$ cat src/hw/rtl/lgen_pkg.sv
package lgen_pkg;

  localparam int GridSize = 32;
  localparam int GridN    = (GridSize > 32) ? 32 : GridSize;
  localparam int AddrW    = $clog2(GridN);
  localparam int IdxW     = 5;
  localparam int CellsW   = 32;

  typedef enum logic [1:0] {
    OpWrite = 2'd0,
    OpStep  = 2'd1,
    OpRead  = 2'd2
  } opcode_t;

  localparam int LiveMin = 2;
  localparam int LiveMax = 3;

endpackage

$ cat src/hw/rtl/lgen_lane.sv
module lgen_lane import lgen_pkg::*; (
  input  logic [2:0] above,
  input  logic [2:0] centre,
  input  logic [2:0] below,
  output logic       alive
);

  logic [3:0] count;

  assign count = 4'(above[0]) + 4'(above[1]) + 4'(above[2])
               + 4'(centre[0]) + 4'(centre[2])
               + 4'(below[0]) + 4'(below[1]) + 4'(below[2]);

  // born on three, survives on two or three
  assign alive = (count == 4'(LiveMax)) || ((count == 4'(LiveMin)) && centre[1]);

endmodule

$ cat src/hw/rtl/lgen_row.sv
module lgen_row import lgen_pkg::*; (
  input  logic [GridN-1:0] above,
  input  logic [GridN-1:0] centre,
  input  logic [GridN-1:0] below,
  output logic [GridN-1:0] next_row
);

  // dead columns either side of the border
  logic [GridN+1:0] above_pad;
  logic [GridN+1:0] centre_pad;
  logic [GridN+1:0] below_pad;

  assign above_pad  = {1'b0, above, 1'b0};
  assign centre_pad = {1'b0, centre, 1'b0};
  assign below_pad  = {1'b0, below, 1'b0};

  for (genvar c = 0; c < GridN; c++) begin : g_lane
    lgen_lane u_lane (
      .above  (above_pad[c+2:c]),
      .centre (centre_pad[c+2:c]),
      .below  (below_pad[c+2:c]),
      .alive  (next_row[c])
    );
  end

endmodule

$ cat src/hw/rtl/life_automaton_generation.sv
// Channel   Direction  Handshake            Payload
// request   in         in_valid / in_stall  opcode, row_index, row_cells
// result    out        out_valid/out_stall  out_row, out_cells, last_row
//
// A write gives no result; a read result appears the cycle after the read is taken.
// A step updates all 32 rows, one row of 32 column lanes per cycle while the output is not stalled,
// paced by the single grid read port and by the one-entry output register.
// Requests are stalled while a step runs and while an unclaimed result blocks the output.
// rst is synchronous and clears the whole grid to dead cells.
module life_automaton_generation import lgen_pkg::*; (
  input  logic              clk,
  input  logic              rst,
  input  logic              in_valid,
  output logic              in_stall,
  input  logic [1:0]        opcode,
  input  logic [IdxW-1:0]   row_index,
  input  logic [CellsW-1:0] row_cells,
  output logic              out_valid,
  input  logic              out_stall,
  output logic [IdxW-1:0]   out_row,
  output logic [CellsW-1:0] out_cells,
  output logic              last_row
);

  typedef enum logic {
    Idle,
    Step
  } state_t;

  state_t           state;
  logic [GridN-1:0] grid [GridN];
  logic [AddrW-1:0] cnt;
  logic [GridN-1:0] prev;
  logic [GridN-1:0] cur;

  logic             out_free;
  logic             accept;
  logic             load;
  logic             idx_ok;
  logic [AddrW-1:0] rd_addr;
  logic [GridN-1:0] rd_row;
  logic             last;
  logic [GridN-1:0] below;
  logic [GridN-1:0] new_row;

  assign out_free = !out_valid || !out_stall;
  assign in_stall = (state != Idle) || !out_free;
  assign accept   = in_valid && !in_stall;
  assign idx_ok   = 32'(row_index) < GridN;
  assign last     = (cnt == AddrW'(GridN - 1));
  assign load     = ((state == Idle) && accept && (opcode == OpRead))
                 || ((state == Step) && out_free);

  always_comb begin
    if (state == Step) begin
      rd_addr = AddrW'(cnt + 1'b1);
    end else begin
      rd_addr = row_index[AddrW-1:0];
    end
  end

  assign rd_row = grid[rd_addr];
  assign below  = last ? '0 : rd_row;

  lgen_row u_row (
    .above    (prev),
    .centre   (cur),
    .below    (below),
    .next_row (new_row)
  );

  always_ff @(posedge clk) begin
    if (rst) begin
      state     <= Idle;
      out_valid <= 1'b0;
      cnt       <= '0;
      for (int r = 0; r < GridN; r++) begin
        grid[r] <= '0;
      end
    end else begin
      if (load) begin
        out_valid <= 1'b1;
      end else if (out_valid && !out_stall) begin
        out_valid <= 1'b0;
      end
      unique case (state)
        Idle: begin
          if (accept) begin
            unique case (opcode)
              OpWrite: begin
                if (idx_ok) begin
                  grid[row_index[AddrW-1:0]] <= row_cells[GridN-1:0];
                end
              end
              OpStep: begin
                prev  <= '0;
                cur   <= grid[0];
                cnt   <= '0;
                state <= Step;
              end
              OpRead: begin
                out_row   <= row_index;
                out_cells <= idx_ok ? CellsW'(rd_row) : '0;
                last_row  <= 1'b1;
              end
              default: ;
            endcase
          end
        end
        Step: begin
          if (out_free) begin
            grid[cnt] <= new_row;
            out_row   <= IdxW'(cnt);
            out_cells <= CellsW'(new_row);
            last_row  <= last;
            prev      <= cur;
            cur       <= below;
            cnt       <= AddrW'(cnt + 1'b1);
            if (last) begin
              state <= Idle;
            end
          end
        end
        default: state <= Idle;
      endcase
    end
  end

endmodule

$ cat config.mk
export PLATFORM = sky130hd
export DESIGN_NAME = life_automaton_generation
export DESIGN_NICKNAME = d
export VERILOG_FILES = /design/src/hw/rtl/lgen_pkg.sv /design/src/hw/rtl/lgen_lane.sv /design/src/hw/rtl/lgen_row.sv /design/src/hw/rtl/life_automaton_generation.sv
export SDC_FILE = /design/constraint.sdc
export NUM_CORES = 2
export LEC_CHECK = 0
export BUFFER_PORTS_ARGS = -buffer_cell sky130_fd_sc_hd__buf_2
export CAP_MARGIN = 5
export CORE_ASPECT_RATIO = 0.6
export CORE_MARGIN = 8
export CORE_UTILIZATION = 25
export CTS_BUF_LIST = sky130_fd_sc_hd__clkbuf_4 sky130_fd_sc_hd__clkbuf_8
export CTS_CLUSTER_SIZE = 16
export DETAILED_ROUTE_END_ITERATION = 10
export PLACE_DENSITY_LB_ADDON = 0.05
export SLEW_MARGIN = 15
export SYNTH_ARGS = -nofsm -noshare
export SYNTH_HDL_FRONTEND = slang
export SYNTH_SLANG_ARGS = --single-unit
$ cat constraint.sdc
create_clock -name clk -period 9.5 [get_ports clk]
set_input_delay 1.9 -clock clk [delete_from_list [all_inputs] [get_ports clk]]
set_output_delay 1.9 -clock clk [all_outputs]
set_load 0.03 [all_outputs]
== Word-level counts from Yosys, hierarchy flattened ==
Memories as Yosys holds them, arrays and structs flattened.
Cells that the tools add are included.
Storage, ports and cells
  register bits after elaboration: 109
  bits in writable memories: 1024
  memories: 1
Cells by class
  add/subtract/negate cells: 218
  bitwise logic cells: 2
  muxes and demuxes: 50
  eq/ne operators: 71
  reduce and logical (&&, ||, !) cells: 83
Memory list
  grid: depth 32, width 32, rd ports 2, clocked after memory_dff 0, wr ports 32, RTL line life_automaton_generation.sv:31  | logic [GridN-1:0] grid [GridN];
Operators with widths (count)
  4-bit by 1-bit adder with 4-bit output: 186
  32-bit two-way mux: 12
  4-bit by 2-bit equality test with 1-bit output (second input constant): 64
  32-bit one-hot mux with 2 select lines: 3
  32-bit OR reduction: 2
  1-bit by 1-bit adder with 2-bit output: 31
  5-bit two-way mux: 9
  1-bit logical AND: 37
  1-bit logical OR: 35
  1-bit two-way mux: 22
  5-bit one-hot mux with 2 select lines: 2
  4-bit AND reduction: 2
  2-bit by 1-bit != test with 1-bit output (second input constant): 3
  5-bit by 1-bit adder with 5-bit output (second input constant): 1
  5-bit equality test (second input constant): 1
  1-bit logical NOT: 4
  1-bit one-hot mux with 2 select lines: 2
  3-bit AND reduction: 1
  2-bit by 1-bit equality test with 1-bit output (second input constant): 1
  2-bit equality test (second input constant): 1
  2-bit logical NOT: 1
  2-bit != test (second input constant): 1
  1-bit inverter: 2
  2-bit nonzero test: 1

== Logic depth before layout (Yosys ltp) ==
  word-level depth: 13
  depth in mapped cells: 25
  gate-level depth less buffers: 19

== Cells and area by module ==
From an unflattened synthesis, not the netlist that was laid out.
Second synthesis, totals
  cells, all modules: 5243
  area total of the unflattened synthesis: 59727.3 sq um
By module, submodules not included
  life_automaton_generation: cells each 4506, area each 53482.5 sq um, instances 1
  lgen_lane (u_row.g_lane[1].u_lane ...): cells each 23, area each 200.2 sq um, instances 21
  lgen_lane (u_row.g_lane[0].u_lane ...): cells each 23, area each 185.2 sq um, instances 11
  lgen_row: cells each 1, area each 3.8 sq um, instances 1

== Worst setup path before layout ==
No wires, ideal clock.
  path type: input to register
  from: in row_index[0]
  to: mem grid[0][18] (netlist name) (data pin)
  cell stages on the path: 22
  slack: 3.058 ns
  arrival time: 6.301 ns
  path through: buf_2 nand2b_4 a21boi_1 buf_6 buf_8 buf_2 mux4_2 a211oi_1 nor3_1 a31oi_1 or2_1 fa_1 inv_1 fa_1 inv_1 fa_1 a2111oi_0 a21oi_1 nor3_1 mux2i_1 clkbuf_1 nor2_1
RTL lines
  start: declaration: RTL line life_automaton_generation.sv:16  | input logic [IdxW-1:0] row_index,
  end: declaration: RTL line life_automaton_generation.sv:31

==> impl_metrics.ini <==
[grt]
grt_max_degree = 127
antenna_found_initial = 11
grt_pass1_wl_um = 340000
grt_overflow = 0
grt_usage = 0.193
grt_pass1_vias = 40000

[pwr]
p_per_area_nw_per_um2 = 193
comb_power_share = 0.179
p_leak_nw = 24.2
p_int_w = 0.00882
seqPwrFrac = 0.452
worst_ir_drop_vdd_mv = 0.0853
swShare = 0.307
p_switching_w = 0.00391
p_clk_frac = 0.369

[run]
drv_cap = 0

[synth]
ys_async_sr_fraction = 0
syn_nets = 5023
synthTopCellsByArea = edfxtp_1, nor2_1, mux4_2
synth_seq_area_share = 0.590
synth_top_area_share = 0.587
synthFlopType = edfxtp_1
synthCells = 4762
yosys.area.top_type = edfxtp_1
synth_cell_types = 68
synth_edf_count = 1126
yosys_warnings = 0
syn_avg_cell_area_sq_um = 12.1
synthesis.area_sq_um = 57600
ys_seq_elements = 1133

[route]
post-route-drc-count = 0
num_vias = 39500
viasPerCell = 4.93
drtAntennaViolNets = 0
first_pass_iters = 6
wl_um = 245000
routedWlPerCell_um = 30.5
dr.first_iter.drc_count = 3516

[placed_design]
io_buffers = 82
dpl-instance-area_sq_um = 62300
hpwl_um = 145000
gp_congestion = 0.749

[layout]
drive_gt1_frac = 0.177
nFillCells = 23300
final-seq-area_sq_um = 34000
layout_common_cells = nor2_1, edfxtp_1, inv_1, o21ai_0, clkbuf_8
multiInputGateArea_sq_um = 21200
layout-area-overhead-vs-synth_pct = 14.8
layout_commonest_cell = nor2_1
final_util = 0.288
fin_area_sq_um = 66100
fin_nets = 5082

[sta]
rsz0062_at_grt = no
post-route-period-util = 0.807
tightest_slew_ps = 1190
fin_hold_ws_ps = 575
drv_slew = 0
finalSetupTns_ps = 0
finalHoldViolCount = 0
post-route-min-period_ps = 7670
clock.fmax_mhz = 130
setup_viol = 0
skew_ps = 37.1
max-slew-margin-rel = 0.207

[critical_path]
r2r-start = state$_SDFF_PP0_
critical_path_class = primary input to flip-flop
worstPathRequired_ps = 10270
crit_start = row_index[0]
rrSetupSlack_ps = 1930
cp-end-kind = flip-flop
crit_arrival_ps = 8440
cp-start-kind = primary input
rr_endpoint = grid[0][30]$_SDFFCE_PN0P_
reg2reg_depth = 21
crit_path_max_fanout = 23
endpoint = grid[0][30]$_SDFFCE_PN0P_

[clocking]
clock-root-buffer = clkbuf_8
cts_max_level = 4
cts_setup_buffers = 0
cts_hold_buf = 0
clkTransAtPathRegs_ps = 70
cts_tree = yes
cts_buffers = 202
cts_max_path_buffers = 4
clkLatencyLatePin_ps = 940
clock_sinks = 1133
ctsResizeCount = 0

[outcome]
status = completed

[worst_hold_path]
min_path_type = flip-flop to flip-flop

[floorplanning]
initial_core_util = 0.251
placementRows = 136
die-area_sq_um = 246000
die-height_um = 388
core-area_sq_um = 229000
die_w_um = 636
io_pins = 83
final cells by class:
type | count | area share
Antenna cell | 6 | 0.000227
Tap cell | 3036 | 0.0575
Multi-Input combinational cell | 2887 | 0.321
Sequential cell | 1133 | 0.514
Inverter | 333 | 0.0190
Clock buffer | 269 | 0.0503
Timing Repair Buffer | 264 | 0.0305
Clock inverter | 85 | 0.00737
power groups by stage:
| stage | Sequential (W) | Clock, W | Combinational [W] |
|---|---|---|---|
| after floorplan | 0.00584 | 0 | 0.00135 |
| after global placement | 0.00586 | 0 | 0.00231 |
| after detailed placement | 0.00586 | 0 | 0.00231 |
| after CTS | 0.00575 | 0.00486 | 0.00232 |
| after global routing | 0.00577 | 0.00505 | 0.00252 |
| final | 0.00575 | 0.00470 | 0.00228 |
through the flow:
stage          setup slack, ps  total power (W)  std cells
3_5_place_dp               901          0.00817       7653
6_report                  1830           0.0127       8013
3_3_place_gp               885          0.00817       7651
4_1_cts                   1930           0.0129       8007
2_1_floorplan             3060          0.00719       4762
5_1_grt                   1520           0.0133       8010
worst max-delay path, cell delays in order:
cell and delay [ps]:
buf_4 250, nand2b_4 140, a21boi_4 590, buf_4 300
buf_4 200, mux4_2 510, a2111oi_0 750, a211oi_1 240
nor2b_2 290, inv_1 170, fa_1 440, inv_1 80
fa_1 170, inv_1 60, fa_1 430, a2111oi_0 310
a21oi_1 70, nor3_1 700, mux2i_4 330, buf_4 330
nor2_1 110
worst min path at each step:
stage / startpoint / endpoint / slack [ps] / cells after the start
after detailed placement: grid[0][20]$_SDFFCE_PN0P_ / cur[20]$_DFFE_PP_ / 560 / 1
after global placement: cnt[4]$_SDFFE_PP0P_ / cnt[4]$_SDFFE_PP0P_ / 570 / 2
after CTS: grid[0][20]$_SDFFCE_PN0P_ / cur[20]$_DFFE_PP_ / 570 / 1
after floorplan: cnt[1]$_SDFFE_PP0P_ / cnt[1]$_SDFFE_PP0P_ / 490 / 2
final: grid[0][20]$_SDFFCE_PN0P_ / cur[20]$_DFFE_PP_ / 580 / 1
after global routing: grid[0][20]$_SDFFCE_PN0P_ / cur[20]$_DFFE_PP_ / 600 / 1
routing by layer:
layer  track usage  part of all wire  vias to the layer above
li1              -                 -                    17300
met3        0.0322             0.053                      302
met5             0                 0                        -
met4        0.0398             0.020                        0
met1         0.303              0.52                    20800
met2         0.276              0.41                     1181
Yosys cell counts, types with 60 or more instances:
cell type and n:
o21ai_0 225, o41ai_1 60, nor2_1 1191, o211a_1 60, a31oi_1 80, inv_1 330
ha_1 95, edfxtp_1 1126, a21oi_1 65, mux4_2 184, nand2_1 219, buf_2 86
a211oi_1 142, fa_1 123, clkbuf_1 273
logic make-up after synthesis:
kind of cell | count (synthesis) | share of synthesized area
muxes | 238 | 0.0823
and+or+nand+nor | 1653 | 0.117
AOI/OAI and AO/OA | 776 | 0.0923
buffers and inverters | 742 | 0.0546
DFF | 1133 | 0.590
adders and majority gates | 218 | 0.0634
xor gates and xnor gates | 2 | 0.000304
state kept, by name, indices dropped and copies added, names as in the netlist:
signal	flops
cur	32
out_row	5
out_cells	32
cnt	5
state	1
last_row	1
grid	1024
prev	32
out_valid	1
(Power assumes the default switching activity.)
